### src/hdl/l1ap_pkg.sv
// shared types, constants and saturation helper for the l1 adaptive predictor
// no dependencies
`timescale 1ns / 1ps
`default_nettype none
package l1ap_pkg;

    localparam int AXES_DEF      = 3;
    localparam int FRAC_BITS_DEF = 16;
    localparam int AXIS_W        = 2;

    localparam logic [16:0] STEP_TIME_RST      = 17'd655;
    localparam logic [30:0] PREDICTOR_POLE_RST = 31'd655360;
    localparam logic [31:0] INPUT_GAIN_RST     = 32'd65536;
    localparam logic [30:0] SIGMA_LIMIT_RST    = 31'd1310720;
    localparam logic [16:0] FILTER_ALPHA_RST   = 17'd58982;

    localparam logic [2:0] REG_STEP_TIME      = 3'd0;
    localparam logic [2:0] REG_PREDICTOR_POLE = 3'd1;
    localparam logic [2:0] REG_INPUT_GAIN     = 3'd2;
    localparam logic [2:0] REG_SIGMA_LIMIT    = 3'd3;
    localparam logic [2:0] REG_FILTER_ALPHA   = 3'd4;

    typedef enum logic [4:0] {
        S_E   = 5'd0,
        S_M1  = 5'd1,
        S_R1  = 5'd2,
        S_M2  = 5'd3,
        S_PP  = 5'd4,
        S_M3  = 5'd5,
        S_A3  = 5'd6,
        S_M4  = 5'd7,
        S_R2  = 5'd8,
        S_M5  = 5'd9,
        S_PV  = 5'd10,
        S_VE  = 5'd11,
        S_M6  = 5'd12,
        S_A6  = 5'd13,
        S_M7  = 5'd14,
        S_SG  = 5'd15,
        S_M8  = 5'd16,
        S_A8  = 5'd17,
        S_M9  = 5'd18,
        S_CP  = 5'd19
    } t_step;

    typedef struct packed {
        logic              capture;
        logic              seed;
        logic              p2_mul;
        logic              p2_wr;
        logic              run;
        logic              load_out;
        t_step             step;
        logic [AXIS_W-1:0] axis;
    } t_cmd;

    function automatic logic signed [31:0] sat36(input logic signed [35:0] v);
        logic signed [31:0] r;
        if (v > 36'sd2147483647) begin
            r = 32'sh7fffffff;
        end else if (v < -36'sd2147483648) begin
            r = 32'sh80000000;
        end else begin
            r = v[31:0];
        end
        return r;
    endfunction

endpackage
`default_nettype wire

### src/hdl/l1ap_ctrl.sv
// controller state machine: input/output handshake and micro-step sequencing
// depends on l1ap_pkg
`timescale 1ns / 1ps
`default_nettype none
module l1ap_ctrl import l1ap_pkg::*; #(
    parameter int AXES = AXES_DEF
) (
    input  wire  i_clk,
    input  wire  i_rst_n,
    input  wire  i_in_valid,
    input  wire  i_op,
    output logic o_in_stall,
    output logic o_out_valid,
    input  wire  i_out_stall,
    output t_cmd o_cmd
);

    typedef enum logic [5:0] {
        ST_IDLE = 6'b000001,
        ST_SEED = 6'b000010,
        ST_P2M  = 6'b000100,
        ST_P2W  = 6'b001000,
        ST_RUN  = 6'b010000,
        ST_OUT  = 6'b100000
    } t_state;

    localparam logic [AXIS_W-1:0] LAST_AXIS = AXIS_W'(AXES - 1);

    t_state            r_state, n_state;
    t_step             r_step, n_step;
    logic [AXIS_W-1:0] r_axis, n_axis;
    logic              r_out_valid, n_out_valid;
    logic              w_out_free;

    assign w_out_free  = !r_out_valid || !i_out_stall;
    assign o_in_stall  = (r_state != ST_IDLE);
    assign o_out_valid = r_out_valid;

    always_comb begin
        n_state     = r_state;
        n_step      = r_step;
        n_axis      = r_axis;
        n_out_valid = r_out_valid && i_out_stall;
        o_cmd       = '0;
        o_cmd.step  = r_step;
        o_cmd.axis  = r_axis;
        unique case (r_state)
            ST_IDLE: begin
                if (i_in_valid) begin
                    o_cmd.capture = 1'b1;
                    n_state = i_op ? ST_SEED : ST_P2M;
                end
            end
            ST_SEED: begin
                o_cmd.seed = 1'b1;
                n_state = ST_OUT;
            end
            ST_P2M: begin
                o_cmd.p2_mul = 1'b1;
                n_state = ST_P2W;
            end
            ST_P2W: begin
                o_cmd.p2_wr = 1'b1;
                n_step  = S_E;
                n_axis  = '0;
                n_state = ST_RUN;
            end
            ST_RUN: begin
                o_cmd.run = 1'b1;
                if (r_step == S_CP) begin
                    n_step = S_E;
                    if (r_axis == LAST_AXIS) begin
                        n_state = ST_OUT;
                    end else begin
                        n_axis = r_axis + 1'b1;
                    end
                end else begin
                    n_step = t_step'(r_step + 5'd1);
                end
            end
            ST_OUT: begin
                if (w_out_free) begin
                    o_cmd.load_out = 1'b1;
                    n_out_valid = 1'b1;
                    n_state = ST_IDLE;
                end
            end
            default: n_state = ST_IDLE;
        endcase
    end

    always_ff @(posedge i_clk) begin
        if (!i_rst_n) begin
            r_state     <= ST_IDLE;
            r_step      <= S_E;
            r_axis      <= '0;
            r_out_valid <= 1'b0;
        end else begin
            r_state     <= n_state;
            r_step      <= n_step;
            r_axis      <= n_axis;
            r_out_valid <= n_out_valid;
        end
    end

endmodule
`default_nettype wire

### config.mk
export PLATFORM = sky130hd
export DESIGN_NAME = l1ap_ctrl
export DESIGN_NICKNAME = d
export VERILOG_FILES = /design/src/hdl/l1ap_pkg.sv /design/src/hdl/l1ap_ctrl.sv
export SDC_FILE = /design/constraint.sdc
export NUM_CORES = 1
export LEC_CHECK = 0
export BUFFER_PORTS_ARGS = -buffer_cell sky130_fd_sc_hd__buf_2
export CORE_MARGIN = 5
export CORE_UTILIZATION = 49
export DETAILED_ROUTE_END_ITERATION = 8
export MAX_ROUTING_LAYER = met4
export PLACE_DENSITY = 0.75
export SETUP_SLACK_MARGIN = 0.05
export SYNTH_ARGS = -nofsm -noshare
export SYNTH_HDL_FRONTEND = slang
export SYNTH_SLANG_ARGS = --single-unit
### constraint.sdc
create_clock -name i_clk -period 1.85 [get_ports i_clk]
set_input_delay 0.37 -clock i_clk [delete_from_list [all_inputs] [get_ports i_clk]]
set_output_delay 0.37 -clock i_clk [all_outputs]
set_load 0.01 [all_outputs]
Word-level counts from Yosys, hierarchy flattened
Index checks and enable logic that the tools add are counted.
Widths: inputs -> output; s select.
- register bits after elaboration: 14
- output and inout bits: 15
- input bits: 5
- logic and storage cells: 48
- eq/ne operators: 14
- reduce and logical (&&, ||, !) cells: 7
- multiplexer cells: 21
- add/subtract/negate cells: 2
- operators by type and width (kind ; number):
    $pmux 6 s6 ; 1
    $mux 6 ; 4
    $mux 1 ; 10
    $ne 2x2->1 const B ; 5
    $pmux 5 s2 ; 1
    $eq 6x1->1 const B ; 1
    $eq 6x2->1 const B ; 1
    $eq 6x3->1 const B ; 1
    $eq 6x4->1 const B ; 1
    $eq 6x5->1 const B ; 1
    $eq 6x6->1 const B ; 1
    $ne 6x1->1 const B ; 1
    $add 5x1->5 const B ; 1
    $eq 5x5->1 const B ; 1
    $mux 5 ; 1
    $mux 2 ; 2
    $pmux 2 s2 ; 1
    $reduce_and 4->1 ; 1
    $mux 3 ; 1
    $reduce_and 3->1 ; 1
    $add 2x1->2 const B ; 1
    $eq 2x2->1 const B ; 1
    $logic_not 1->1 ; 2
    $reduce_bool 2->1 ; 1
    other kinds (2) ; 2

Longest topological paths before layout
- depth in word-level cells: 4
- gate-level depth with buffers: 5
- mapped depth without buffers: 5

Worst setup path after synthesis
Ideal clock, no wire load.
- kind: reg-to-reg
- from: reg r_state[1]
- to: reg r_state[0]
- period minus slack after synthesis: 1664 ps
- setup time: 144 ps
- path slack: 186 ps
- data required time: 1706 ps
- arrival: 1520 ps
- buffers on the path: 1
- stages on the path, launching flop included: 6
- path through: dfxtp_1 or4_4 buf_6 nor2_1 or3_1 o221ai_1
- word-level cells in the longest chain between the ends: 3
- elaborated cells between the ends (all ways): 12
- those cells by class: eq/ne (10); mux (1); reduce/logical (1)
- ends and longest elaborated chain (element ; line ; source):
    start, declared ; l1ap_ctrl.sv:29 ; t_state r_state, n_state;
    start signal, assigned ; l1ap_ctrl.sv:99 ; r_state <= n_state;
    $eq 6x5->1 (tied with other cells) ; l1ap_ctrl.sv:47 ; unique case (r_state)
    $ne 2x2->1 (no source line) ; - ;
    $reduce_and 4->1 (no source line) ; - ;
Parallel ways exist; a longest one is shown, timed or not.
A chain may end at the register's enable or synchronous reset.

Worst setup path in the final report
- from: reg r_state[1]
- to: out o_in_stall
- word-level cells in the longest chain between the ends: 1
- ends and longest elaborated chain (element ; line ; source):
    $ne 6x1->1 ; l1ap_ctrl.sv:36 ; assign o_in_stall = (r_state != ST_IDLE);
    end, declared ; l1ap_ctrl.sv:12 ; output logic o_in_stall,
No other way between the ends.

==> Implementation_results.wiki <==
{| class="wikitable"
! Metric !! Value
|-
| Setup Crit Path Kind || register to output pin
|-
| Drt first-iter violations || 28
|-
| Routed WL per cell || 17.9 um
|-
| Final-stage net count || 125
|-
| TritonCTS clock tree || yes
|-
| Grt total ovfl || 0
|-
| Core region area || 1470 um^2
|-
| Warnings from Yosys || 0
|-
| Kind of start point of the critical path || register
|-
| Met3 layer usage reported by global route || 0.0550
|-
| Num rows || 14
|-
| Static leakage || 0.468 nW
|-
| Number of clock sinks seen by CTS || 14
|-
| Reg-to-reg critical path endpoint || r_state[0]$_SDFFE_PN1P_
|-
| Top FF cell, synth || sky130_fd_sc_hd__dfxtp_1
|-
| Max Fanout on Critical Path || 4
|-
| Netlist Area Pre-Place || 739 um^2
|-
| Instance area at placement || 870 um^2
|-
| Path category of the worst min-delay check || input port to register
|-
| Combinational Power Share || 0.451
|-
| Count of flip-flops with a built-in enable after synthesis || 0
|-
| R2r worst-path depth || 8
|-
| Number of setup violations in the final report || 5
|-
| Most frequent cells in the layout || sky130_fd_sc_hd__buf_2 (16), sky130_fd_sc_hd__buf_4 (14), sky130_fd_sc_hd__dfxtp_1 (9), sky130_fd_sc_hd__nand2_1 (5), sky130_fd_sc_hd__nor2_1 (5)
|-
| Sequential group share of total power || 0.335
|-
| Count of filler cells inserted in the layout || 100
|-
| Die Y || 48.8 um
|-
| Clock network fraction of total power || 0.214
|-
| Placer Congestion || 0.892
|-
| Seq cells post-synth || 14
|-
| ANT nets after route || 0
|-
| Count of hold buffers inserted by post-cts repair || 0
|-
| Crit path capture type || output pin
|-
| Top-level port count || 20
|-
| Internal Power || 0.716 mW
|-
| Via count of the routed design || 823
|-
| Slew at the pin closest to its max-slew limit || 0.354 ns
|-
| Maximum clock frequency || 476 MHz
|-
| GRT met1 Usage || 0.201
|-
| Sum of net half-perimeters after detailed placement || 1280 um
|-
| Launch instance of the worst min-delay path || i_op
|-
| Total length of routed wires || 2380 um
|-
| Proportion of total power due to net switching || 0.349
|-
| Worst Path Required || 1.48 ns
|-
| PnR worst setup slack || -0.253 ns
|-
| Cell count after synthesis || 81
|-
| Drc violations || 0
|-
| Violated checks || negative setup slack
|-
| Launch instance of the worst register-to-register path || r_state[4]$_SDFFE_PN0P_
|-
| Relative slew margins || 0.763
|-
| Count of buffers from port buffering || 19
|-
| Clock slew seen by the registers of the worst setup and hold paths || 0.09 ns
|-
| Sequential cell area || 292 um^2
|-
| Post-route fraction of the period consumed by the critical path || 1.14
|-
| Total area of multi-input combinational cells || 519 um^2
|-
| First-pass detailed-route iteration total || 4
|-
| Peak supply drop || 1.06 mV
|-
| Slack of the worst reg-to-reg path || 0.04 ns
|-
| Clock Root Buffer || sky130_fd_sc_hd__clkbuf_4
|-
| Initial standard-cell utilization of the core || 0.503
|-
| Met2 capacity usage during global routing || 0.315
|-
| Largest buffer count on any clock path || 2
|-
| Distinct cells, synth || 41
|-
| Power spent charging and discharging nets || 0.384 mW
|-
| Clock skew after layout || 0.000678 ns
|-
| RSZ-0062 raised after global routing || true
|-
| Sequential area share after synthesis || 0.379
|-
| Final std cell area, no fill || 1110 um^2
|-
| Number of global-route vias before repair || 782
|-
| Fin. Hold Viols || 0
|-
| Vias per Instance || 6.19
|-
| First-pass GRT wire length || 3550 um
|-
| Fraction of registers with async set/reset || 0
|-
| Library cell occupying the most area in the post-synthesis netlist || sky130_fd_sc_hd__dfxtp_1
|-
| Result of the run || finished with violations
|-
| Fraction of final layout cells sized beyond drive strength 1 || 0.530
|-
| Critical path arrival || 1.73 ns
|-
| Most common cell after layout, fill and taps aside || sky130_fd_sc_hd__buf_2
|-
| Layer with the highest usage || met2
|-
| Horiz. Die Dim || 48.8 um
|-
| Syn_nets || 88
|-
| Final number of max-transition violations || 0
|-
| Clock latency on the worst-skew pair || 0.29 ns
|-
| Synthesized area per cell || 9.13 um^2
|-
| Level count of the clock H-tree || 1
|-
| Initial antenna violation count || 0
|-
| Number of maximum-capacitance constraint violations || 0
|-
| Critical path destination || o_in_stall
|-
| Beginning of the critical path || r_state[1]$_SDFFE_PN0P_
|-
| Proportion of netlist area held by the largest area contributor || 0.379
|-
| Clock period minus final worst setup slack || 2.10 ns
|-
| Power density over the cells || 992 nW/um^2
|-
| Aggregate global-route resource usage || 0.195
|-
| Maximum number of pins on one net before global-route repair || 11
|-
| Leading post-synthesis cells by cell area || sky130_fd_sc_hd__dfxtp_1 (38%), sky130_fd_sc_hd__nor2_1 (3.6%), sky130_fd_sc_hd__ha_1 (3.4%)
|-
| Antenna Cells || 0
|-
| CTS buffer count || 3
|-
| Full die area || 2390 um^2
|-
| Area overhead of the layout relative to synthesis || 49.9%
|-
| Setup_tns || -0.812 ns
|}
-- timing repair --
| item | in CTS | in global routing |
|---|---|---|
| setup endpoints to repair | 6 | 13 |
| pin swaps | 7 | 7 |
| buffers inserted | 7 | 5 |
| gates resized for setup | 15 | 14 |
-- stage by stage --
step | hold WS (ns) | total power [mW] | utilization | setup slack, ns | std cells
finish | 0.264 | 1.10 | 0.753 | -0.253 | 133
global route | 0.264 | 1.15 | 0.753 | -0.320 | 133
CTS | 0.239 | 0.934 | 0.690 | -0.198 | 129
detailed placement | 0.487 | 0.603 | 0.591 | 0.0609 | 118
global placement | 0.474 | 0.596 | 0.591 | 0.0819 | 118
floorplan | 0.447 | 0.551 | - | 0.186 | 81
-- worst max-delay path, cell delays in order, from the launching register on --
cell and delay [ns]:
sky130_fd_sc_hd__dfxtp_4 0.36, sky130_fd_sc_hd__or4_4 0.55, sky130_fd_sc_hd__nor3b_4 0.23, sky130_fd_sc_hd__buf_4 0.15
sky130_fd_sc_hd__inv_2 0.04, sky130_fd_sc_hd__buf_6 0.11
-- flip-flops by register name, summed over array words and instances, names as in the netlist --
signal,cells
o_out_valid,1
r_axis,2
r_state,6
r_step,5
-- synth_stat cells, types with 2 or more instances --
library cell / n
sky130_fd_sc_hd__nand2_1: 5
sky130_fd_sc_hd__a21oi_1: 4
sky130_fd_sc_hd__nor3_1: 2
sky130_fd_sc_hd__or4_1: 2
sky130_fd_sc_hd__nor2_1: 7
sky130_fd_sc_hd__or3_1: 3
sky130_fd_sc_hd__ha_1: 2
sky130_fd_sc_hd__nand4_1: 2
sky130_fd_sc_hd__dfxtp_1: 14
sky130_fd_sc_hd__inv_1: 2
sky130_fd_sc_hd__nand2b_1: 2
sky130_fd_sc_hd__nor2b_1: 2
sky130_fd_sc_hd__nand3_1: 3
sky130_fd_sc_hd__nor3b_1: 2
sky130_fd_sc_hd__o21ai_0: 2
sky130_fd_sc_hd__and2_1: 2
-- cell families (layout without fill, tap and decap cells) --
group | Yosys count | count (layout) | share of synthesized area
simple gates | 42 | 42 | 0.365
compound gates | 17 | 17 | 0.173
flops | 14 | 14 | 0.379
buf+inv | 5 | 41 | 0.0355
fa+ha+maj | 2 | 2 | 0.0338
mux | 1 | 1 | 0.0135
-- cell type report --
class,count,share of cell area
well taps,16,0.0181
repair buffers,34,0.208
multi-input cells,62,0.468
flip-flops and latches,14,0.263
inverters,3,0.0102
clock buffers,4,0.0327
-- layer usage --
layer / up-vias / wire (um)
met3: 13 / 188
met1: 394 / 912
met5: - / 0
met4: 0 / 97
met2: 38 / 1180
li1: 378 / -
-- power groups by stage --
| stage | Combinational (mW) | Sequential [mW] | Clock [mW] |
|---|---|---|---|
| final | 0.496 | 0.369 | 0.235 |
| after global routing | 0.522 | 0.372 | 0.254 |
| after CTS | 0.340 | 0.363 | 0.230 |
| after detailed placement | 0.238 | 0.365 | 0 |
| after global placement | 0.233 | 0.363 | 0 |
| after floorplan | 0.195 | 0.356 | 0 |
-- worst min path at each step --
stage,to,slack (ns),depth (start not counted)
after floorplan,r_state[2]$_SDFFE_PN0P_,0.45,1
after global placement,r_axis[1]$_SDFFE_PN0P_,0.47,2
after detailed placement,r_axis[1]$_SDFFE_PN0P_,0.49,2
after CTS,r_state[2]$_SDFFE_PN0P_,0.24,2
after global routing,r_state[2]$_SDFFE_PN0P_,0.26,2
final,r_state[2]$_SDFFE_PN0P_,0.26,2
(Power assumes the default switching activity.)
